`config.mk`:
```
export PLATFORM = sky130hd
export DESIGN_NAME = scgr_cfg_regs_flat
export DESIGN_NICKNAME = d
export VERILOG_FILES = /design/src/rtl/scaled_glyph_scanline_renderer_core_assert.svh /design/src/rtl/scgr_pkg.sv /design/src/rtl/scgr_if.sv /design/src/rtl/scgr_cfg_regs.sv /design/src/flat_wrapper.sv
export SDC_FILE = /design/constraint.sdc
export NUM_CORES = 1
export LEC_CHECK = 0
export ABC_CLOCK_PERIOD_IN_PS = 1700
export BUFFER_PORTS_ARGS = -buffer_cell sky130_fd_sc_hd__buf_2
export CORE_ASPECT_RATIO = 2
export CORE_UTILIZATION = 40
export DETAILED_ROUTE_END_ITERATION = 8
export PLACE_DENSITY_LB_ADDON = 0.12
export SYNTH_ARGS = -nofsm -noshare
export SYNTH_HDL_FRONTEND = slang
export SYNTH_SLANG_ARGS = --single-unit
```
`constraint.sdc`:
```
create_clock -name clk -period 1.7 [get_ports clk]
set_input_delay 0.425 -clock clk [delete_from_list [all_inputs] [get_ports clk]]
set_output_delay 0.425 -clock clk [all_outputs]
set_load 0.05 [all_outputs]
```
`src/rtl/scaled_glyph_scanline_renderer_core_assert.svh`:
```
// Assertion macros for the scaled glyph scanline renderer.
// Used by the top level; expects clk and rst_n in the enclosing scope.
`ifndef SCALED_GLYPH_SCANLINE_RENDERER_CORE_ASSERT_SVH
`define SCALED_GLYPH_SCANLINE_RENDERER_CORE_ASSERT_SVH
`ifndef ASSERT_OFF
// Same-cycle implication, checked at every rising edge outside reset.
`define SCGR_ASSERT_IMP(lbl, ante, cons) \
  lbl: assert property (@(posedge clk) disable iff (!rst_n) (ante) |-> (cons)) \
    else $error("scgr: same-cycle property violated");
// Next-cycle implication, checked at every rising edge outside reset.
`define SCGR_ASSERT_NXT(lbl, ante, cons) \
  lbl: assert property (@(posedge clk) disable iff (!rst_n) (ante) |=> (cons)) \
    else $error("scgr: next-cycle property violated");
`else
`define SCGR_ASSERT_IMP(lbl, ante, cons)
`define SCGR_ASSERT_NXT(lbl, ante, cons)
`endif
`endif

```
`src/rtl/scgr_pkg.sv`:
```
// Shared constants, register codes and types of the glyph scanline renderer.
// No dependencies; the register file, font store, engine, top level and testbench import it.
package scgr_pkg;

  // Glyph geometry and magnification limits.
  localparam int GLYPH_SIZE     = 8;
  localparam int GLYPH_COLS     = 8;
  localparam int MAX_SCALE      = 8;
  localparam int FONT_CHARS_DEF = 128;

  // Input word kinds.
  localparam logic KIND_LOAD = 1'b0;
  localparam logic KIND_DRAW = 1'b1;

  // Configuration register indexes.
  localparam logic [2:0] REG_BASE_OFFSET = 3'd0;
  localparam logic [2:0] REG_BPP         = 3'd1;
  localparam logic [2:0] REG_LINE_PITCH  = 3'd2;
  localparam logic [2:0] REG_SCREEN_SIZE = 3'd3;
  localparam logic [2:0] REG_RED_SHIFT   = 3'd4;
  localparam logic [2:0] REG_GREEN_SHIFT = 3'd5;
  localparam logic [2:0] REG_BLUE_SHIFT  = 3'd6;
  localparam logic [2:0] REG_ALPHA_SHIFT = 3'd7;

  // Current configuration as seen by the draw engine.
  typedef struct packed {
    logic [27:0] base_offset;
    logic [2:0]  bytes_per_pixel;
    logic [15:0] line_pitch;
    logic [27:0] screen_size;
    logic [4:0]  red_shift;
    logic [4:0]  green_shift;
    logic [4:0]  blue_shift;
    logic [4:0]  alpha_shift;
  } cfg_t;

  // Engine status, watched by the checks at the top level.
  typedef struct packed {
    logic idle;
    logic hold_valid;
  } stat_t;

endpackage

```
`src/rtl/scgr_if.sv`:
```


interface scgr_cfg_if;
  logic        valid;
  logic        ready;
  logic [2:0]  index;
  logic [27:0] data;

  modport source (output valid, index, data, input ready);
  modport sink (input valid, index, data, output ready);
endinterface

```
`src/rtl/scgr_cfg_regs.sv`:
```
// Configuration register file of the glyph scanline renderer.
// Depends on scgr_pkg and the scgr_cfg_if channel.
module scgr_cfg_regs
  import scgr_pkg::*;
(
  input  logic             clk,
  input  logic             rst_n,
  scgr_cfg_if.sink         cfg_chan,
  output cfg_t             cfg
);

  cfg_t cfg_r;
  cfg_t cfg_nxt;

  assign cfg_chan.ready = 1'b1;
  assign cfg = cfg_r;

  // Decode a write word into the addressed register.
  always_comb begin
    cfg_nxt = cfg_r;
    if (cfg_chan.valid) begin
      unique case (cfg_chan.index)
        REG_BASE_OFFSET: cfg_nxt.base_offset     = cfg_chan.data;
        REG_BPP:         cfg_nxt.bytes_per_pixel = cfg_chan.data[2:0];
        REG_LINE_PITCH:  cfg_nxt.line_pitch      = cfg_chan.data[15:0];
        REG_SCREEN_SIZE: cfg_nxt.screen_size     = cfg_chan.data;
        REG_RED_SHIFT:   cfg_nxt.red_shift       = cfg_chan.data[4:0];
        REG_GREEN_SHIFT: cfg_nxt.green_shift     = cfg_chan.data[4:0];
        REG_BLUE_SHIFT:  cfg_nxt.blue_shift      = cfg_chan.data[4:0];
        REG_ALPHA_SHIFT: cfg_nxt.alpha_shift     = cfg_chan.data[4:0];
      endcase
    end
  end

  // Registers with their reset values.
  always_ff @(posedge clk) begin
    if (!rst_n) begin
      cfg_r.base_offset     <= 28'd0;
      cfg_r.bytes_per_pixel <= 3'd4;
      cfg_r.line_pitch      <= 16'd0;
      cfg_r.screen_size     <= 28'd0;
      cfg_r.red_shift       <= 5'd16;
      cfg_r.green_shift     <= 5'd8;
      cfg_r.blue_shift      <= 5'd0;
      cfg_r.alpha_shift     <= 5'd24;
    end else begin
      cfg_r <= cfg_nxt;
    end
  end

endmodule

```
`src/flat_wrapper.sv`:
```
// flat-port wrapper written by rule: the top's interface ports become plain ports
module scgr_cfg_regs_flat import scgr_pkg::*;
  (clk, rst_n, cfg, cfg_chan_valid, cfg_chan_index, cfg_chan_data, cfg_chan_ready);
  scgr_cfg_if cfg_chan_i ();
  input  logic clk;
  input  logic rst_n;
  output cfg_t cfg;
  input wire logic [$bits(cfg_chan_i.valid)-1:0] cfg_chan_valid;
  input wire logic [$bits(cfg_chan_i.index)-1:0] cfg_chan_index;
  input wire logic [$bits(cfg_chan_i.data)-1:0] cfg_chan_data;
  output wire logic [$bits(cfg_chan_i.ready)-1:0] cfg_chan_ready;
  assign cfg_chan_i.valid = cfg_chan_valid;
  assign cfg_chan_i.index = cfg_chan_index;
  assign cfg_chan_i.data = cfg_chan_data;
  assign cfg_chan_ready = cfg_chan_i.ready;
  scgr_cfg_regs u_core (.clk(clk), .rst_n(rst_n), .cfg_chan(cfg_chan_i), .cfg(cfg));
endmodule
```
After elaboration in Yosys (flattened, before gate mapping)
Index checks and enable logic that the tools add are counted.
{ "totals": {"reg_bits": 95, "in_bits": 34, "word_cells": 24} }
{ "classes": {"n_reduce_logical": 9, "n_eq_ne": 7} }
{ "ops": {"columns": ["operator", "n"], "rows": [
  ["AND reduction 2 bit", 8],
  ["== test 3 bit, second input constant", 4],
  ["== test 3 x 2 -> 1 bit, second input constant", 2],
  ["== test 3 x 1 -> 1 bit, second input constant", 1],
  ["zero test 3 bit", 1]
]} }

Longest topological paths before layout
{ "depth": {"depth_word": 2, "depth_mapped": 5, "depth_no_buf": 2} }

Worst setup path before layout
No wires, ideal clock.
{ "synth_timing": {"kind": "input to register", "from": "input cfg_chan_index[0]", "to": "register u_core.cfg_r, in the netlist u_core.cfg[74]", "stages": 5, "arrival_time_ps": 1475, "required_ps": 1580, "path_slack_ps": 105, "cell_sequence": "buf_2 or4b_4 buf_6 buf_6 mux2i_1"} }
{ "synth_via": {"elab_chain_cells": 2} }
{ "synth_rtl": {"columns": ["element", "line", "text"], "rows": [
  ["from (decl)", "flat_wrapper.sv:9", "input wire logic [$bits(cfg_chan_i.index)-1:0] cfg_chan_index;"],
  ["zero test 3 bit", "scgr_cfg_regs.sv:22", "unique case (cfg_chan.index)"],
  ["AND reduction 2 bit (no source line)", null, null],
  ["to (signal assigned)", "scgr_cfg_regs.sv:47", "cfg_r <= cfg_nxt;"],
  ["to (decl)", "scgr_cfg_regs.sv:12", "cfg_t cfg_r;"]
]} }
No other way between the ends.
A chain may end at the register's enable or synchronous reset.

Worst setup path after layout
{ "layout_timing": {"from": "register u_core.cfg_r, in the netlist u_core.cfg[48]", "to": "output cfg[48] (netlist name)"} }
{ "layout_rtl": {"columns": ["element", "line", "text"], "rows": [
  ["to (decl)", "flat_wrapper.sv:7", "output cfg_t cfg;"]
]} }
No word-level cell between the ends.

==> impl_metrics.ini <==
[timing]
hold_viol = 0
rsz0062_at_grt = no
slew_viol_final = 0
finalWorstSetupSlack_ns = 0.309
timing.final.crit_share = 0.818
fmax_mhz = 719
finalSetupTns_ns = 0
post-route-min-period_ns = 1.39
clock-skew-final_ns = 0
finalSetupViolations = 0

[critical_path]
crit_path_max_fanout = 2
start_kind = register
cp_slowest_cell = dfxtp_1
critPathBufInv = 1
crit_family = flip-flops
rr_endpoint = u_core.cfg[26]$_SDFFE_PN0P_
max_stage_delay_ns = 0.35
rr_startpoint = u_core.cfg[26]$_SDFFE_PN0P_
crit_required_ns = 1.27
critical_path_class = reg -> out
worstSetupEndpointType = output pin
worst-r2r-setup-slack_ns = 1.09
arrival_ns = 0.97
crit_chain = buf_2
rr_worst_depth = 2

[clocking]
cts-root-buf = clkbuf_16
cts_hold_buf = 0
clock_latency_ns = 0.33
clock-sinks = 95
cts_resized = 0
path_clk_slew_ns = 0.06
numCtsBuffers = 9
cts_tree = built
cts_buffer_depth = 2
cts_max_level = 3
post_cts_buffers = 0

[detailed_routing]
wire_per_inst_um = 14.4
dr.first_iter.drc_count = 85
via_per_inst = 4.85
dr_total_vias = 2815
ant_nets = 0
drc_errors = 0
routed_wl_mm = 8.39
drtPass1Iterations = 4

[synth]
synth_fp_nets = 387
syn_area_um2 = 3580
synth_top_area_share = 0.531
synth.avg_cell_area_um2 = 10.1
ys.warnings.count = 0
yosys.area.top_type = dfxtp_1
synthDistinctLibCells = 15
synth-seq-cells = 95
synth_area_leaders = dfxtp_1 53%, mux2i_1 27%, nand2_1 12%
seq_area_frac_synth = 0.531
synth_cells = 353

[min_path]
hp-start = cfg_chan_data[19]
min_to = u_core.cfg[86]$_SDFFE_PN0P_
whs_path_depth = 3
hp-class = in -> reg

[power_and_ir_drop]
p_leak_uw = 0.00249
p_per_area_nw_per_um2 = 1080
irDropWorstVdd_v = 0.000580

[finish]
final_cell_mix = 127 x buf_2, 118 x nand2_1, 95 x mux2i_1, 95 x dfxtp_1
area_growth_pct = 31.0
drive_above_1_share = 0.331
n_antenna_cell = 0
final_common_cell = buf_2
largest_reg_flops = 95
nets = 510

[flow_run]
maxCapViolCount = 0

[placed_design]
place_ws_ns = 0.0878
dp_hpwl_mm = 6.16
portBuffers = 128
place.gp.congestion = 0.775

[floorplanning]
die_height_um = 136
start_util = 0.414
dieArea_um2 = 9350
top_level_ports = 130
die_x_um = 68.9
rows = 48
coreArea_um2 = 8650

[global_route]
grt_pass1_wl_mm = 12.6
overflow = 0
antenna_found_initial = 0
grt_max_degree = 37
track_usage = 0.186
grt_pass1_vias = 2676

[status]
status = finished, final reports clean
[power breakdown]
group          leakage, uW  internal (uW)  switching [uW]
combinational      0.00156            143             340
clock             0.000168           1470             821
sequential        0.000769           2280            24.7
[metal layers]
layer,wire length [um],vias to the layer above,global-route usage
met5,0,-,0
met1,3210,1321,0.185
met3,406,14,0.0370
met4,240,0,0.103
li1,-,1400,-
met2,4530,80,0.337
[area by class of cell]
class	instances	area, um^2
fillers	833	3960
flip-flops and latches	95	1900
clock inverters	6	108
clock buffers	10	239
repair buffers	140	783
multi-input cells	230	1530
well taps	100	125
[tightest hold or removal path, stage by stage]
cell and delay, ns:
buf_2 0.09, nand2_1 0.06, mux2i_1 0.06
[worst max path at each step]
stage                                      startpoint                     endpoint  cells past startpoint
after CTS                 u_core.cfg[84]$_SDFFE_PN0P_                      cfg[84]                      1
after detailed placement            cfg_chan_index[1]  u_core.cfg[67]$_SDFFE_PN0P_                      4
after global placement              cfg_chan_index[1]  u_core.cfg[68]$_SDFFE_PN0P_                      4
final                     u_core.cfg[48]$_SDFFE_PN0P_                      cfg[48]                      1
after floorplan                     cfg_chan_index[0]  u_core.cfg[74]$_SDFFE_PN0P_                      5
after global routing      u_core.cfg[93]$_SDFFE_PN0P_                      cfg[93]                      1
[synthesized netlist by cell type (all sizes together)]
cell     count
and4b        1
nand4b       2
or4b         1
nand4        1
clkbuf      16
mux2i       95
nand2      118
dfxtp       95
nor2b        8
nand4bb      2
and4bb       1
conb         1
buf         12
[per-stage QoR]
stage	cell area [um^2]	power [uW]	instances	hold slack, ns	utilization
floorplan	3580	2700	353	0.587	-
global placement	4340	2830	565	0.441	0.502
detailed placement	4340	2840	565	0.444	0.502
CTS	4690	5140	581	0.345	0.542
global route	4690	5250	581	0.357	0.542
finish	4690	5080	581	0.353	0.542
[cells by family (layout without fill, tap and decap cells)]
family                 count (synthesis)  after routing  synth area share
and+or+nand+nor                      134            134             0.161
muxes                                 95             95             0.266
buffers and inverters                 28            156            0.0412
DFF                                   95             95             0.531
other                                  1              1           0.00105
Power figures use the tool's default switching activity.
