## src/rtl/scaled_glyph_scanline_renderer_core_assert.svh

```systemverilog
// Assertion macros for the scaled glyph scanline renderer.
// Used by the top level; expects clk and rst_n in the enclosing scope.
`ifndef SCALED_GLYPH_SCANLINE_RENDERER_CORE_ASSERT_SVH
`define SCALED_GLYPH_SCANLINE_RENDERER_CORE_ASSERT_SVH
`ifndef ASSERT_OFF
// Same-cycle implication, checked at every rising edge outside reset.
`define SCGR_ASSERT_IMP(lbl, ante, cons) \
  lbl: assert property (@(posedge clk) disable iff (!rst_n) (ante) |-> (cons)) \
    else $error("scgr: same-cycle property violated");
// Next-cycle implication, checked at every rising edge outside reset.
`define SCGR_ASSERT_NXT(lbl, ante, cons) \
  lbl: assert property (@(posedge clk) disable iff (!rst_n) (ante) |=> (cons)) \
    else $error("scgr: next-cycle property violated");
`else
`define SCGR_ASSERT_IMP(lbl, ante, cons)
`define SCGR_ASSERT_NXT(lbl, ante, cons)
`endif
`endif

```

## src/rtl/scgr_pkg.sv

```systemverilog
// Shared constants, register codes and types of the glyph scanline renderer.
// No dependencies; the register file, font store, engine, top level and testbench import it.
package scgr_pkg;

  // Glyph geometry and magnification limits.
  localparam int GLYPH_SIZE     = 8;
  localparam int GLYPH_COLS     = 8;
  localparam int MAX_SCALE      = 8;
  localparam int FONT_CHARS_DEF = 128;

  // Input word kinds.
  localparam logic KIND_LOAD = 1'b0;
  localparam logic KIND_DRAW = 1'b1;

  // Configuration register indexes.
  localparam logic [2:0] REG_BASE_OFFSET = 3'd0;
  localparam logic [2:0] REG_BPP         = 3'd1;
  localparam logic [2:0] REG_LINE_PITCH  = 3'd2;
  localparam logic [2:0] REG_SCREEN_SIZE = 3'd3;
  localparam logic [2:0] REG_RED_SHIFT   = 3'd4;
  localparam logic [2:0] REG_GREEN_SHIFT = 3'd5;
  localparam logic [2:0] REG_BLUE_SHIFT  = 3'd6;
  localparam logic [2:0] REG_ALPHA_SHIFT = 3'd7;

  // Current configuration as seen by the draw engine.
  typedef struct packed {
    logic [27:0] base_offset;
    logic [2:0]  bytes_per_pixel;
    logic [15:0] line_pitch;
    logic [27:0] screen_size;
    logic [4:0]  red_shift;
    logic [4:0]  green_shift;
    logic [4:0]  blue_shift;
    logic [4:0]  alpha_shift;
  } cfg_t;

  // Engine status, watched by the checks at the top level.
  typedef struct packed {
    logic idle;
    logic hold_valid;
  } stat_t;

endpackage

```

## src/rtl/scgr_if.sv

```systemverilog
// Handshake channels of the glyph scanline renderer: input, result and
// configuration write. No dependencies.
interface scgr_in_if;
  logic              valid;
  logic              ready;
  logic              kind;
  logic [6:0]        char_code;
  logic [2:0]        glyph_row;
  logic [7:0]        row_bits;
  logic signed [12:0] origin_x;
  logic signed [12:0] origin_y;
  logic [3:0]        scale;
  logic [5:0]        subrow;
  logic [7:0]        red;
  logic [7:0]        green;
  logic [7:0]        blue;
  logic [7:0]        alpha;

  modport source (output valid, kind, char_code, glyph_row, row_bits, origin_x, origin_y,
                  scale, subrow, red, green, blue, alpha, input ready);
  modport sink (input valid, kind, char_code, glyph_row, row_bits, origin_x, origin_y,
                scale, subrow, red, green, blue, alpha, output ready);
endinterface

interface scgr_out_if;
  logic        valid;
  logic        ready;
  logic [27:0] address;
  logic [31:0] pixel_word;
  logic        last;

  modport source (output valid, address, pixel_word, last, input ready);
  modport sink (input valid, address, pixel_word, last, output ready);
endinterface


```

## src/rtl/scgr_engine.sv

```systemverilog
// Draw engine: takes input words, drives the font store ports, walks the
// scanline and issues pixel writes. Depends on scgr_pkg and scgr_if.
module scgr_engine
  import scgr_pkg::*;
#(
  parameter int FONT_CHARS = FONT_CHARS_DEF
) (
  input  logic                                            clk,
  input  logic                                            rst_n,
  input  cfg_t                                            cfg,
  scgr_in_if.sink                                         in_chan,
  scgr_out_if.source                                      out_chan,
  output logic                                            mem_we,
  output logic [((FONT_CHARS > 1) ? $clog2(FONT_CHARS) : 1) + 2:0] mem_waddr,
  output logic [7:0]                                      mem_wdata,
  output logic                                            mem_re,
  output logic [((FONT_CHARS > 1) ? $clog2(FONT_CHARS) : 1) + 2:0] mem_raddr,
  input  logic [7:0]                                      mem_rdata,
  output stat_t                                           stat
);

  localparam int CHAR_AW = (FONT_CHARS > 1) ? $clog2(FONT_CHARS) : 1;

  // Sequencer states.
  localparam logic [2:0] ST_IDLE  = 3'd0;
  localparam logic [2:0] ST_MUL   = 3'd1;
  localparam logic [2:0] ST_BASE  = 3'd2;
  localparam logic [2:0] ST_SCAN  = 3'd3;
  localparam logic [2:0] ST_FLUSH = 3'd4;

  logic [2:0]         state_r, state_nxt;
  logic signed [12:0] ox_r, ox_nxt;
  logic signed [13:0] py_r, py_nxt;
  logic [3:0]         scale_r, scale_nxt;
  logic [31:0]        word_r, word_nxt;
  logic [7:0]         glyph_r, glyph_nxt;
  logic signed [30:0] prod_r, prod_nxt;
  logic signed [16:0] oxb_r, oxb_nxt;
  logic [6:0]         colstep_r, colstep_nxt;
  logic signed [31:0] loc_r, loc_nxt;
  logic signed [31:0] col_base_r, col_base_nxt;
  logic [2:0]         col_r, col_nxt;
  logic [2:0]         sub_r, sub_nxt;
  logic               hold_v_r, hold_v_nxt;
  logic [27:0]        hold_addr_r, hold_addr_nxt;
  logic               out_v_r, out_v_nxt;
  logic [27:0]        out_addr_r, out_addr_nxt;
  logic [31:0]        out_word_r, out_word_nxt;
  logic               out_last_r, out_last_nxt;

  logic               in_ready;
  logic               in_acc;
  logic [7:0]         ch_ext;
  logic               ch_ok;
  logic [3:0]         scale_eff;
  logic [7:0]         ge;
  logic [2:0]         row_idx;
  logic               draw_go;
  logic               out_free;
  logic               col_set;
  logic               in_bnd;
  logic               cand;
  logic               col_done;
  logic               stall;
  logic signed [31:0] next_col_base;

  assign in_ready      = (state_r == ST_IDLE);
  assign in_chan.ready = in_ready;
  assign in_acc        = in_chan.valid && in_ready;

  // Character range check against the store size.
  assign ch_ext = {1'b0, in_chan.char_code};
  assign ch_ok  = (9'(ch_ext) < 9'(FONT_CHARS));

  // Magnification clamped to one through the largest scale.
  always_comb begin
    priority if (in_chan.scale == 4'd0) begin
      scale_eff = 4'd1;
    end else if (in_chan.scale > 4'(MAX_SCALE)) begin
      scale_eff = 4'(MAX_SCALE);
    end else begin
      scale_eff = in_chan.scale;
    end
  end

  // Glyph row of the scanline: count the row boundaries at or below subrow.
  // The eighth boundary marks a scanline below the cell.
  always_comb begin
    row_idx = 3'd0;
    for (int k = 0; k < GLYPH_SIZE; k++) begin
      ge[k] = ({1'b0, in_chan.subrow} >= 7'((k + 1) * scale_eff));
    end
    for (int k = 0; k < GLYPH_SIZE - 1; k++) begin
      row_idx = row_idx + 3'(ge[k]);
    end
  end

  assign draw_go = in_acc && (in_chan.kind == KIND_DRAW) && ch_ok && !ge[GLYPH_SIZE - 1];

  // Font store access. A load writes at its accept edge; a draw reads at its
  // own accept edge, always later, so a read never overlaps a pending write.
  assign mem_we    = in_acc && (in_chan.kind == KIND_LOAD) && ch_ok;
  assign mem_waddr = {ch_ext[CHAR_AW-1:0], in_chan.glyph_row};
  assign mem_wdata = in_chan.row_bits;
  assign mem_re    = draw_go;
  assign mem_raddr = {ch_ext[CHAR_AW-1:0], row_idx};

  // Scan position tests.
  assign out_free      = !out_v_r || out_chan.ready;
  assign col_set       = glyph_r[col_r];
  assign in_bnd        = !loc_r[31] && (loc_r[30:0] < {3'b000, cfg.screen_size});
  assign cand          = col_set && in_bnd;
  assign col_done      = !col_set || ({1'b0, sub_r} == (scale_r - 4'd1));
  assign stall         = cand && hold_v_r && !out_free;
  assign next_col_base = col_base_r + $signed({25'd0, colstep_r});

  // Sequencer and datapath next values.
  always_comb begin
    state_nxt     = state_r;
    ox_nxt        = ox_r;
    py_nxt        = py_r;
    scale_nxt     = scale_r;
    word_nxt      = word_r;
    glyph_nxt     = glyph_r;
    prod_nxt      = prod_r;
    oxb_nxt       = oxb_r;
    colstep_nxt   = colstep_r;
    loc_nxt       = loc_r;
    col_base_nxt  = col_base_r;
    col_nxt       = col_r;
    sub_nxt       = sub_r;
    hold_v_nxt    = hold_v_r;
    hold_addr_nxt = hold_addr_r;
    out_v_nxt     = out_v_r && !out_chan.ready;
    out_addr_nxt  = out_addr_r;
    out_word_nxt  = out_word_r;
    out_last_nxt  = out_last_r;

    unique case (state_r)
      ST_IDLE: begin
        // Capture the draw word; the pixel row is the cell top plus subrow.
        if (in_acc) begin
          ox_nxt    = in_chan.origin_x;
          py_nxt    = $signed({in_chan.origin_y[12], in_chan.origin_y}) +
                      $signed({8'd0, in_chan.subrow});
          scale_nxt = scale_eff;
          word_nxt  = (32'(in_chan.red) << cfg.red_shift) |
                      (32'(in_chan.green) << cfg.green_shift) |
                      (32'(in_chan.blue) << cfg.blue_shift) |
                      (32'(in_chan.alpha) << cfg.alpha_shift);
          if (draw_go) begin
            state_nxt = ST_MUL;
          end
        end
      end
      ST_MUL: begin
        // Row and column products, each registered before the sum.
        glyph_nxt   = mem_rdata;
        prod_nxt    = py_r * $signed({1'b0, cfg.line_pitch});
        oxb_nxt     = ox_r * $signed({1'b0, cfg.bytes_per_pixel});
        colstep_nxt = 7'(scale_r) * 7'(cfg.bytes_per_pixel);
        state_nxt   = ST_BASE;
      end
      ST_BASE: begin
        // Address of the first sub-column of glyph column zero.
        loc_nxt      = $signed({4'd0, cfg.base_offset}) + 32'(prod_r) + 32'(oxb_r);
        col_base_nxt = $signed({4'd0, cfg.base_offset}) + 32'(prod_r) + 32'(oxb_r);
        col_nxt      = 3'd0;
        sub_nxt      = 3'd0;
        state_nxt    = ST_SCAN;
      end
      ST_SCAN: begin
        // One position a cycle while no write is stalled; an empty column is skipped as a single position.
        // The newest in-bounds write waits in the hold stage until a later
        // one or the end of the scan decides whether it is the last.
        if (!stall) begin
          if (cand) begin
            hold_v_nxt    = 1'b1;
            hold_addr_nxt = loc_r[27:0];
            if (hold_v_r) begin
              out_v_nxt    = 1'b1;
              out_addr_nxt = hold_addr_r;
              out_word_nxt = word_r;
              out_last_nxt = 1'b0;
            end
          end
          if (col_done) begin
            col_base_nxt = next_col_base;
            loc_nxt      = next_col_base;
            sub_nxt      = 3'd0;
            col_nxt      = col_r + 3'd1;
            if (col_r == 3'(GLYPH_COLS - 1)) begin
              state_nxt = ST_FLUSH;
            end
          end else begin
            sub_nxt = sub_r + 3'd1;
            loc_nxt = loc_r + $signed({29'd0, cfg.bytes_per_pixel});
          end
        end
      end
      ST_FLUSH: begin
        // Release the held write marked as the last one.
        if (!hold_v_r) begin
          state_nxt = ST_IDLE;
        end else if (out_free) begin
          out_v_nxt    = 1'b1;
          out_addr_nxt = hold_addr_r;
          out_word_nxt = word_r;
          out_last_nxt = 1'b1;
          hold_v_nxt   = 1'b0;
          state_nxt    = ST_IDLE;
        end
      end
      default: begin
        state_nxt = ST_IDLE;
      end
    endcase
  end

  // Control registers.
  always_ff @(posedge clk) begin
    if (!rst_n) begin
      state_r  <= ST_IDLE;
      hold_v_r <= 1'b0;
      out_v_r  <= 1'b0;
    end else begin
      state_r  <= state_nxt;
      hold_v_r <= hold_v_nxt;
      out_v_r  <= out_v_nxt;
    end
  end

  // Datapath registers.
  always_ff @(posedge clk) begin
    ox_r        <= ox_nxt;
    py_r        <= py_nxt;
    scale_r     <= scale_nxt;
    word_r      <= word_nxt;
    glyph_r     <= glyph_nxt;
    prod_r      <= prod_nxt;
    oxb_r       <= oxb_nxt;
    colstep_r   <= colstep_nxt;
    loc_r       <= loc_nxt;
    col_base_r  <= col_base_nxt;
    col_r       <= col_nxt;
    sub_r       <= sub_nxt;
    hold_addr_r <= hold_addr_nxt;
    out_addr_r  <= out_addr_nxt;
    out_word_r  <= out_word_nxt;
    out_last_r  <= out_last_nxt;
  end

  assign out_chan.valid      = out_v_r;
  assign out_chan.address    = out_addr_r;
  assign out_chan.pixel_word = out_word_r;
  assign out_chan.last       = out_last_r;

  assign stat.idle       = in_ready;
  assign stat.hold_valid = hold_v_r;

endmodule

```

## src/flat_wrapper.sv

```systemverilog
// flat-port wrapper written by rule: the top's interface ports become plain ports
module scgr_engine_flat import scgr_pkg::*;
#(
  parameter int FONT_CHARS = FONT_CHARS_DEF
)
  (clk, rst_n, cfg, mem_we, mem_waddr, mem_wdata, mem_re, mem_raddr, mem_rdata, stat, in_chan_valid, in_chan_kind, in_chan_char_code, in_chan_glyph_row, in_chan_row_bits, in_chan_origin_x, in_chan_origin_y, in_chan_scale, in_chan_subrow, in_chan_red, in_chan_green, in_chan_blue, in_chan_alpha, in_chan_ready, out_chan_valid, out_chan_address, out_chan_pixel_word, out_chan_last, out_chan_ready);
  scgr_in_if in_chan_i ();
  scgr_out_if out_chan_i ();
  input  logic clk;
  input  logic rst_n;
  input  cfg_t cfg;
  output logic mem_we;
  output logic [((FONT_CHARS > 1) ? $clog2(FONT_CHARS) : 1) + 2:0] mem_waddr;
  output logic [7:0] mem_wdata;
  output logic mem_re;
  output logic [((FONT_CHARS > 1) ? $clog2(FONT_CHARS) : 1) + 2:0] mem_raddr;
  input  logic [7:0] mem_rdata;
  output stat_t stat;
  input wire logic [$bits(in_chan_i.valid)-1:0] in_chan_valid;
  input wire logic [$bits(in_chan_i.kind)-1:0] in_chan_kind;
  input wire logic [$bits(in_chan_i.char_code)-1:0] in_chan_char_code;
  input wire logic [$bits(in_chan_i.glyph_row)-1:0] in_chan_glyph_row;
  input wire logic [$bits(in_chan_i.row_bits)-1:0] in_chan_row_bits;
  input wire logic [$bits(in_chan_i.origin_x)-1:0] in_chan_origin_x;
  input wire logic [$bits(in_chan_i.origin_y)-1:0] in_chan_origin_y;
  input wire logic [$bits(in_chan_i.scale)-1:0] in_chan_scale;
  input wire logic [$bits(in_chan_i.subrow)-1:0] in_chan_subrow;
  input wire logic [$bits(in_chan_i.red)-1:0] in_chan_red;
  input wire logic [$bits(in_chan_i.green)-1:0] in_chan_green;
  input wire logic [$bits(in_chan_i.blue)-1:0] in_chan_blue;
  input wire logic [$bits(in_chan_i.alpha)-1:0] in_chan_alpha;
  output wire logic [$bits(in_chan_i.ready)-1:0] in_chan_ready;
  output wire logic [$bits(out_chan_i.valid)-1:0] out_chan_valid;
  output wire logic [$bits(out_chan_i.address)-1:0] out_chan_address;
  output wire logic [$bits(out_chan_i.pixel_word)-1:0] out_chan_pixel_word;
  output wire logic [$bits(out_chan_i.last)-1:0] out_chan_last;
  input wire logic [$bits(out_chan_i.ready)-1:0] out_chan_ready;
  assign in_chan_i.valid = in_chan_valid;
  assign in_chan_i.kind = in_chan_kind;
  assign in_chan_i.char_code = in_chan_char_code;
  assign in_chan_i.glyph_row = in_chan_glyph_row;
  assign in_chan_i.row_bits = in_chan_row_bits;
  assign in_chan_i.origin_x = in_chan_origin_x;
  assign in_chan_i.origin_y = in_chan_origin_y;
  assign in_chan_i.scale = in_chan_scale;
  assign in_chan_i.subrow = in_chan_subrow;
  assign in_chan_i.red = in_chan_red;
  assign in_chan_i.green = in_chan_green;
  assign in_chan_i.blue = in_chan_blue;
  assign in_chan_i.alpha = in_chan_alpha;
  assign in_chan_ready = in_chan_i.ready;
  assign out_chan_valid = out_chan_i.valid;
  assign out_chan_address = out_chan_i.address;
  assign out_chan_pixel_word = out_chan_i.pixel_word;
  assign out_chan_last = out_chan_i.last;
  assign out_chan_i.ready = out_chan_ready;
  scgr_engine #(.FONT_CHARS(FONT_CHARS)) u_core (.clk(clk), .rst_n(rst_n), .cfg(cfg), .in_chan(in_chan_i), .out_chan(out_chan_i), .mem_we(mem_we), .mem_waddr(mem_waddr), .mem_wdata(mem_wdata), .mem_re(mem_re), .mem_raddr(mem_raddr), .mem_rdata(mem_rdata), .stat(stat));
endmodule
```

## config.mk

```make
export PLATFORM = sky130hd
export DESIGN_NAME = scgr_engine_flat
export DESIGN_NICKNAME = d
export VERILOG_FILES = /design/src/rtl/scaled_glyph_scanline_renderer_core_assert.svh /design/src/rtl/scgr_pkg.sv /design/src/rtl/scgr_if.sv /design/src/rtl/scgr_engine.sv /design/src/flat_wrapper.sv
export SDC_FILE = /design/constraint.sdc
export NUM_CORES = 1
export LEC_CHECK = 0
export ABC_AREA = 0
export BUFFER_PORTS_ARGS = -buffer_cell sky130_fd_sc_hd__buf_2
export CAP_MARGIN = 20
export CORE_ASPECT_RATIO = 1.75
export CORE_MARGIN = 5
export CORE_UTILIZATION = 60
export DETAILED_ROUTE_END_ITERATION = 12
export MAX_ROUTING_LAYER = met4
export PLACE_DENSITY = 0.92
export SKIP_CTS_REPAIR_TIMING = 1
export SLEW_MARGIN = 20
export SYNTH_ARGS = -nofsm -noshare
export SYNTH_HDL_FRONTEND = slang
export SYNTH_SLANG_ARGS = --single-unit
```

## constraint.sdc

```tcl
create_clock -name clk -period 7 [get_ports clk]
set_clock_uncertainty 0.15 [all_clocks]
set_input_delay 0.35 -clock clk [delete_from_list [all_inputs] [get_ports clk]]
set_output_delay 0.35 -clock clk [all_outputs]
set_load 0.005 [all_outputs]
```

Word level (Yosys, flattened, before mapping)
Index checks and enable logic that the tools add are counted.
- bits in registers: 290
- input bits: 194
- word-level logic and storage cells: 160
- $add $sub $neg: 14
- $mul: 7
- magnitude comparators: 12
- eq/ne operators: 16
- shifts and indexed selects: 4
- muxes and demuxes: 53
- bitwise logic cells: 5
- reduce and logical (&&, ||, !) cells: 30
- operator list (kind ; number):
    $mux 32 ; 9
    $pmux 32 s2 ; 3
    $mux 28 ; 5
    $shl 8x5->32 ; 4
    $or 32x32->32 ; 3
    $pmux 28 s2 ; 1
    $mux 3 ; 11
    $add 29x31->32 ; 1
    $add 32x17->32 ; 1
    $add 32x4->32 ; 1
    $add 32x8->32 ; 1
    $lt 31x28->1 ; 1
    $mul 14x17->31 ; 1
    $ge 6x7->1 ; 4
    $mul 13x4->17 ; 1
    $add 3x1->3 ; 5
    $mux 1 ; 15
    $pmux 3 s5 ; 1
    $add 13x7->14 ; 1
    $mul 3x4->7 const A ; 2
    $ge 6x6->1 ; 2
    $mul 2x4->6 const A ; 2
    $ne 2x1->1 const B ; 6
    $pmux 3 s2 ; 2
    28 further kinds ; 58

Longest topological paths before layout
Gate-level depths: netlist of the first run.
- word-level depth: 10
- gate-level depth with buffers: 23
- depth with buffers taken out: 22

Least setup slack after synthesis of the first run
OpenSTA, ideal clock, no wires.
- path kind: register -> register
- start point: reg u_core.py_r[7]
- end point: reg u_core.prod_r[19], data pin
- setup time: 0.259 ns
- arrival time: 5.587 ns
- required time: 6.591 ns
- setup slack: 1.004 ns
- stages on the path, launching flop included: 23
- path buffers: 1
- clock period less this slack: 5.996 ns
- cells stage by stage: edfxtp_1 > clkbuf_1 > nand2_1 > fa_1 > inv_1 > fa_1 > inv_1 > fa_1 > inv_1 > fa_1 > fa_1 > inv_1 > fa_1 > inv_1 > ha_1 > a21oi_1 > nand2_1 > a211o_1 > a31oi_1 > o21ai_0 > a21o_1 > a21oi_1 > xnor2_1
- longest elaborated chain between the ends: 1
- ends and longest elaborated chain (element ; RTL line ; RTL):
    from (decl) ; scgr_engine.sv:33 ; logic signed [13:0] py_r, py_nxt;
    from (signal assigned) ; scgr_engine.sv:236 ; py_r <= py_nxt;
    $mul 14x17->31 ; scgr_engine.sv:159 ; prod_nxt = py_r * $signed({1'b0, cfg.line_pitch});
    to (signal assigned) ; scgr_engine.sv:240 ; prod_r <= prod_nxt;
    to (decl) ; scgr_engine.sv:37 ; logic signed [30:0] prod_r, prod_nxt;
No other way between the ends.
A chain may end at the register's enable or synchronous reset.

Worst setup path after layout of the first run
- start point: reg u_core.py_r[4]
- end point: reg u_core.prod_r[27], data pin
The elaborated chain is that of the path after synthesis.

==> results_dict.tcl, run 1 <==
set metrics [dict create \
    status "finished, violations left" \
    violations "hold timing" \
    final_antenna_net_count 0 \
    num_vias 21400 \
    vias_per_cell 5.98 \
    drive_above_1_share_pct 12.5 \
    ys_async_sr_fraction_pct 0 \
    start_kind "register" \
    num_rows 104 \
    rsz0062_at_grt "false" \
    clockBufferDepth 3 \
    cts-root-buf "clkbuf_16" \
    max_cap_violations 0 \
    core-area_um2 45900 \
    dp_hpwl_um 57000 \
    drt_iter0_markers 1366 \
    multiInputGateArea_um2 17200 \
    min_delay_worst_endpoint "u_core.out_chan.valid" \
    final_hold_viol_count 1 \
    grtUsageTotal_pct 27.9 \
    cts_tree "yes" \
    fmax_mhz 154 \
    initial_core_util_pct 60.4 \
    rr_worst_depth 20 \
    r2r_slack_ns 0.51 \
    nets 3649 \
    synth_area_leader_cell "edfxtp_1" \
    relSlewSlack_pct 35.2 \
    crit_fanout 16 \
    grt_max_degree 81 \
    tightest_slew_ns 0.970 \
    tns_ns 0 \
    syn_to_final_growth_pct 9.96 \
    io_buffers 245 \
    avgSynthCellArea_um2 10.0 \
    whs_ns -0.0121 \
    die-area_um2 50800 \
    fin_ws_ns 0.514 \
    cts.sinks 290 \
    n_fill_cell 3440 \
    syn-cell-area_um2 27700 \
    drc 0 \
    synth-seq-cells 290 \
    setup_violations 0 \
    synthCells 2765 \
    synth-edff-count 285 \
    wl_per_cell_um 19.8 \
    clk_pin_slew_ns 0.06 \
    worstHoldPathType "input pin to register" \
    io_pins 289 \
    h-tree-depth 1 \
    ff_latch_area_um2 8660 \
    synth.yosys.seq_area_share_pct 31.2 \
    clk_latency_ns 0.58 \
    instances_no_fill 3573 \
    globalRoute.totalOverflow 0 \
    synth_top_cell_area_share_pct 30.9 \
    ys_warn_count 0 \
    worstPathRequired_ns 7.15 \
    synth_fp_nets 3453 \
    die_h_um 294 \
    drv_slew 0 \
    period_minus_slack_ns 6.49 \
    wirelength_um 70900 \
    min_from "out_chan_ready" \
    placedCellCount 3484 \
    ys.flop_type "edfxtp_1" \
    yosysMostFrequentCell "inv_1" \
    place_ws_ns 0.597 \
    cp-end-kind "register" \
    fin_crit_sh_pct 92.7 \
    cts_buffers 29 \
    drt_pass1_iterations 5 \
    yosys.cell_types.count 82 \
    synthTopCellsByCount "348 x inv_1, 285 x edfxtp_1, 276 x nand2_1, 273 x ha_1, 221 x fa_1" \
    ys_top_cells_by_area "edfxtp_1 31%, fa_1 16%, ha_1 12%" \
    cp.arrival_ns 6.64 \
    die-width_um 173 \
    grt_pass1_vias 22200 \
    grt_first_pass_wirelength_um 112000 \
    holdPathStages 4 \
    worst_r2r_endpoint "u_core.prod_r[27]" \
    r2r-start "u_core.py_r[4]" \
    worstSetupPathType "register to register" \
    gp_congestion 1.01 \
    antenna_found_initial 7 \
]
## worst max-delay path by stage
| stage | from | end | slack (ns) | cells after the start |
|---|---|---|---|---|
| 6_report | u_core.py_r[4] | u_core.prod_r[27] | 0.51 | 20 |
| 5_1_grt | u_core.py_r[7] | u_core.prod_r[30] | 0.19 | 19 |
| 4_1_cts | u_core.py_r[4] | u_core.prod_r[30] | 0.57 | 20 |
| 3_5_place_dp | u_core.py_r[7] | u_core.prod_r[30] | 0.60 | 19 |
| 3_3_place_gp | u_core.py_r[4] | u_core.prod_r[30] | 0.74 | 21 |
| 2_1_floorplan | u_core.py_r[7] | u_core.prod_r[19] | 1.00 | 22 |
## sequential cells by signal (all words and copies together), names as in the netlist, 3 cells and up
| register | flops |
|---|---|
| u_core.colstep_r | 7 |
| u_core.oxb_r | 17 |
| u_core.sub_r | 3 |
| u_core.py_r | 14 |
| u_core.col_r | 3 |
| u_core.glyph_r | 8 |
| u_core.word_r | 32 |
| u_core.state_r | 3 |
| u_core.out_chan.address | 28 |
| u_core.loc_r | 32 |
| u_core.hold_addr_r | 28 |
| u_core.col_base_r | 32 |
| u_core.out_chan.pixel_word | 32 |
| u_core.ox_r | 13 |
| u_core.prod_r | 31 |
| u_core.scale_r | 4 |
## layout make-up
type                            instances  area share, %
Antenna cell                            8         0.0657
Clock buffer                           31           2.40
Clock inverter                         21          0.665
Inverter                              354           4.36
Multi-Input combinational cell       2003           56.5
Sequential cell                       290           28.4
Tap cell                              583           2.39
Timing Repair Buffer                  283           5.20
## routing by layer
metal  vias up  GRT usage (%)  wire length [um]
li1       9915              -                 -
met1     10300           29.7             24900
met2       900           49.6             36700
met3       278           3.82              4250
met4         0           16.4              5050
met5         -              -                 0
## per-stage QoR
step	utilization [%]	cell area, um2
6_report	66.4	30500
5_1_grt	66.4	30500
4_1_cts	65.7	30200
3_5_place_dp	63.7	29200
3_3_place_gp	63.7	29200
2_1_floorplan	-	27700
## cell families (layout without fill, tap and decap cells)
kind of cell	Yosys count	in the layout	share of synthesized area [%]
compound gates	487	487	11.7
xor+xnor	138	138	4.36
fa+ha+maj	494	494	28.3
buf+inv	472	689	6.76
flops	290	290	31.2
mux	86	86	3.38
other cells	0	8	0
simple gates	798	798	14.3
## layout by cell type, fill, tap and decap left out, types with 15 or more instances in the layout
master and n:
o21a_1 20, mux2_2 42, ha_1 273, inv_1 348, nand2b_1 38, a21oi_1 104
o21ai_0 92, clkbuf_16 29, nor2b_1 33, dlygate4sd3_1 29, xor2_1 56, mux2i_1 42
a22oi_1 28, o21bai_1 15, edfxtp_1 285, xnor2_1 82, a211oi_1 20, a31oi_1 19
nand2_1 275, buf_2 245, nand3_1 44, and2_1 146, nor3_1 37, a21o_1 50
nor2_1 121, fa_1 221, o22ai_1 22, nand4_1 21, and3_1 28
## worst max-delay path, cell delays in order (launching register included)
cell and delay (ns):
edfxtp_1 0.58, and2_1 0.27, fa_1 0.54, inv_1 0.06
fa_1 0.54, inv_1 0.06, fa_1 0.52, fa_1 0.44
fa_1 0.55, inv_1 0.06, fa_1 0.52, inv_1 0.05
ha_1 0.33, a21o_1 0.18, a31oi_1 0.20, a21boi_0 0.26
o21ai_0 0.15, o21bai_1 0.20, a31oi_1 0.18, a31oi_1 0.26
xnor2_1 0.10
Power of run 1 is not shown: default switching activity piles up to over one toggle a cycle in this logic, so the estimate is an artifact.
==> run 2, diff against run 1 <==
--- a/config.mk
+++ b/config.mk
@@ -15,4 +15,5 @@
 export MAX_ROUTING_LAYER = met4
 export PLACE_DENSITY = 0.92
+export REMOVE_ABC_BUFFERS = 1
 export SKIP_CTS_REPAIR_TIMING = 1
 export SLEW_MARGIN = 20
==> constraint.sdc (replaced) <==
create_clock -name clk -period 7 [get_ports clk]
set_clock_uncertainty 0.15 [all_clocks]
set_input_delay 1.05 -clock clk [delete_from_list [all_inputs] [get_ports clk]]
set_output_delay 1.05 -clock clk [all_outputs]
set_load 0.005 [all_outputs]
==> run 2 against run 1 <==
Non-clock buffer count down 13. Global-route usage up 0.14 points. Largest cell class unchanged. Register-to-register slack better by 0.02 ns. The flow now finishes without violations. Maximum frequency down 0.84%. Final cell count down 0.42%. Wire length down 0.34%. Via count down 1.2%. Worst setup slack worse by 0.055 ns. Die area unchanged. Flip-flop and latch count unchanged. Final area down 0.82%.
==> results_dict.tcl, run 2 (synthesis results as in run 1) <==
set metrics [dict create \
    h-tree-depth 1 \
    crit_fanout 6 \
    globalRoute.totalOverflow 0 \
    drive_above_1_share_pct 12.8 \
    cts_tree "yes" \
    syn_to_final_growth_pct 9.05 \
    rsz0062_at_grt "false" \
    tightest_slew_ns 1.02 \
    cp-end-kind "output port" \
    io_buffers 245 \
    cp.arrival_ns 5.34 \
    die-area_um2 50800 \
    status "finished clean" \
    period_minus_slack_ns 6.54 \
    grt_first_pass_wirelength_um 113000 \
    clk_pin_slew_ns 0.07 \
    num_vias 21100 \
    grt_pass1_vias 22100 \
    nets 3634 \
    n_fill_cell 3507 \
    cts_buffers 27 \
    dp_hpwl_um 58300 \
    cts-root-buf "clkbuf_16" \
    wirelength_um 70700 \
    crit_chain "buf_2, inv_1, nand2_1, inv_1, ha_1, fa_1, inv_1, ha_1, a21oi_1, nor2b_1, o21ai_0, nand2b_1, a21oi_1, fa_1, fa_1, inv_1, ha_1, fa_1, xor2_1, buf_2" \
    drv_slew 0 \
    worstPathRequired_ns 5.80 \
    io_pins 289 \
    start_kind "input pin" \
    gp_congestion 1.04 \
    core-area_um2 45900 \
    setup_violations 0 \
    drt_iter0_markers 1291 \
    holdPathStages 0 \
    die_h_um 294 \
    fmax_mhz 153 \
    num_rows 104 \
    wl_per_cell_um 19.9 \
    max_cap_violations 0 \
    final_hold_viol_count 0 \
    worstSetupPathType "input pin to output port" \
    cts.sinks 290 \
    clockBufferDepth 3 \
    relSlewSlack_pct 31.6 \
    drc 0 \
    final_antenna_net_count 0 \
    rr_worst_depth 21 \
    grtUsageTotal_pct 28.1 \
    worstHoldPathType "register to register" \
    critPathMaxStageDelay_ns 0.50 \
    grt_max_degree 81 \
    die-width_um 173 \
    initial_core_util_pct 60.4 \
    slowest_stage "fa_1" \
    final_common_cell "inv_1" \
    drt_pass1_iterations 8 \
    clk_latency_ns 0.55 \
    final_cell_mix "348 x inv_1, 285 x edfxtp_1, 275 x nand2_1" \
    antenna_found_initial 8 \
    fin_crit_sh_pct 93.4 \
    tns_ns 0 \
    vias_per_cell 5.94 \
]
==> run 2: worst max-delay path, delay by kind of cell <==
family,cells,cell delay (ns)
AND/OR/NAND/NOR,3,0.26
buffers and inverters,6,0.80
AO/OA/AOI/OAI,3,0.52
XOR/XNOR,1,0.18
adder cells (fa/ha/maj),7,2.53
==> run 2: area by class of cell <==
| type | instances | area (um2) | share of cell area, % |
|---|---|---|---|
| multi-input cells | 2003 | 17200 | 57.0 |
| flip-flops and latches | 290 | 8660 | 28.6 |
| repair buffers | 270 | 1410 | 4.68 |
| inverters | 354 | 1330 | 4.39 |
| well taps | 583 | 729 | 2.41 |
| clock buffers | 32 | 694 | 2.30 |
| clock inverters | 17 | 155 | 0.513 |
| diodes | 9 | 22.5 | 0.0745 |
==> run 2: layer usage <==
| layer | wire (um) | GRT usage [%] | part of all wire [%] |
|---|---|---|---|
| met4 | 4100 | 13.6 | 5.8 |
| met1 | 24000 | 28.8 | 34 |
| met5 | 0 | - | 0 |
| met2 | 38600 | 52.6 | 55 |
| met3 | 3950 | 3.58 | 5.6 |
==> run 2: worst paths after layout <==
check	start	to	slack (ns)
worst max register to register	u_core.py_r[4]	u_core.prod_r[29]	0.53
worst max-delay path	in_chan_scale[3]	mem_raddr[2]	0.46
worst min register to register	u_core.hold_addr_r[16]	u_core.out_chan.address[16]	0.27
worst min-delay path	u_core.hold_addr_r[16]	u_core.out_chan.address[16]	0.27
==> run 2: through the flow <==
stage	setup slack (ns)	area, um2	cells	hold slack, ns	util (%)
2_1_floorplan	0.644	27200	2647	0.250	-
3_3_place_gp	0.195	29400	3500	0.250	63.9
3_5_place_dp	0.0766	29400	3500	0.255	63.9
4_1_cts	0.400	30200	3549	0.270	65.8
5_1_grt	0.126	30200	3557	0.273	65.8
6_report	0.460	30200	3558	0.270	65.8
Power of run 2 is left out for the same reason.
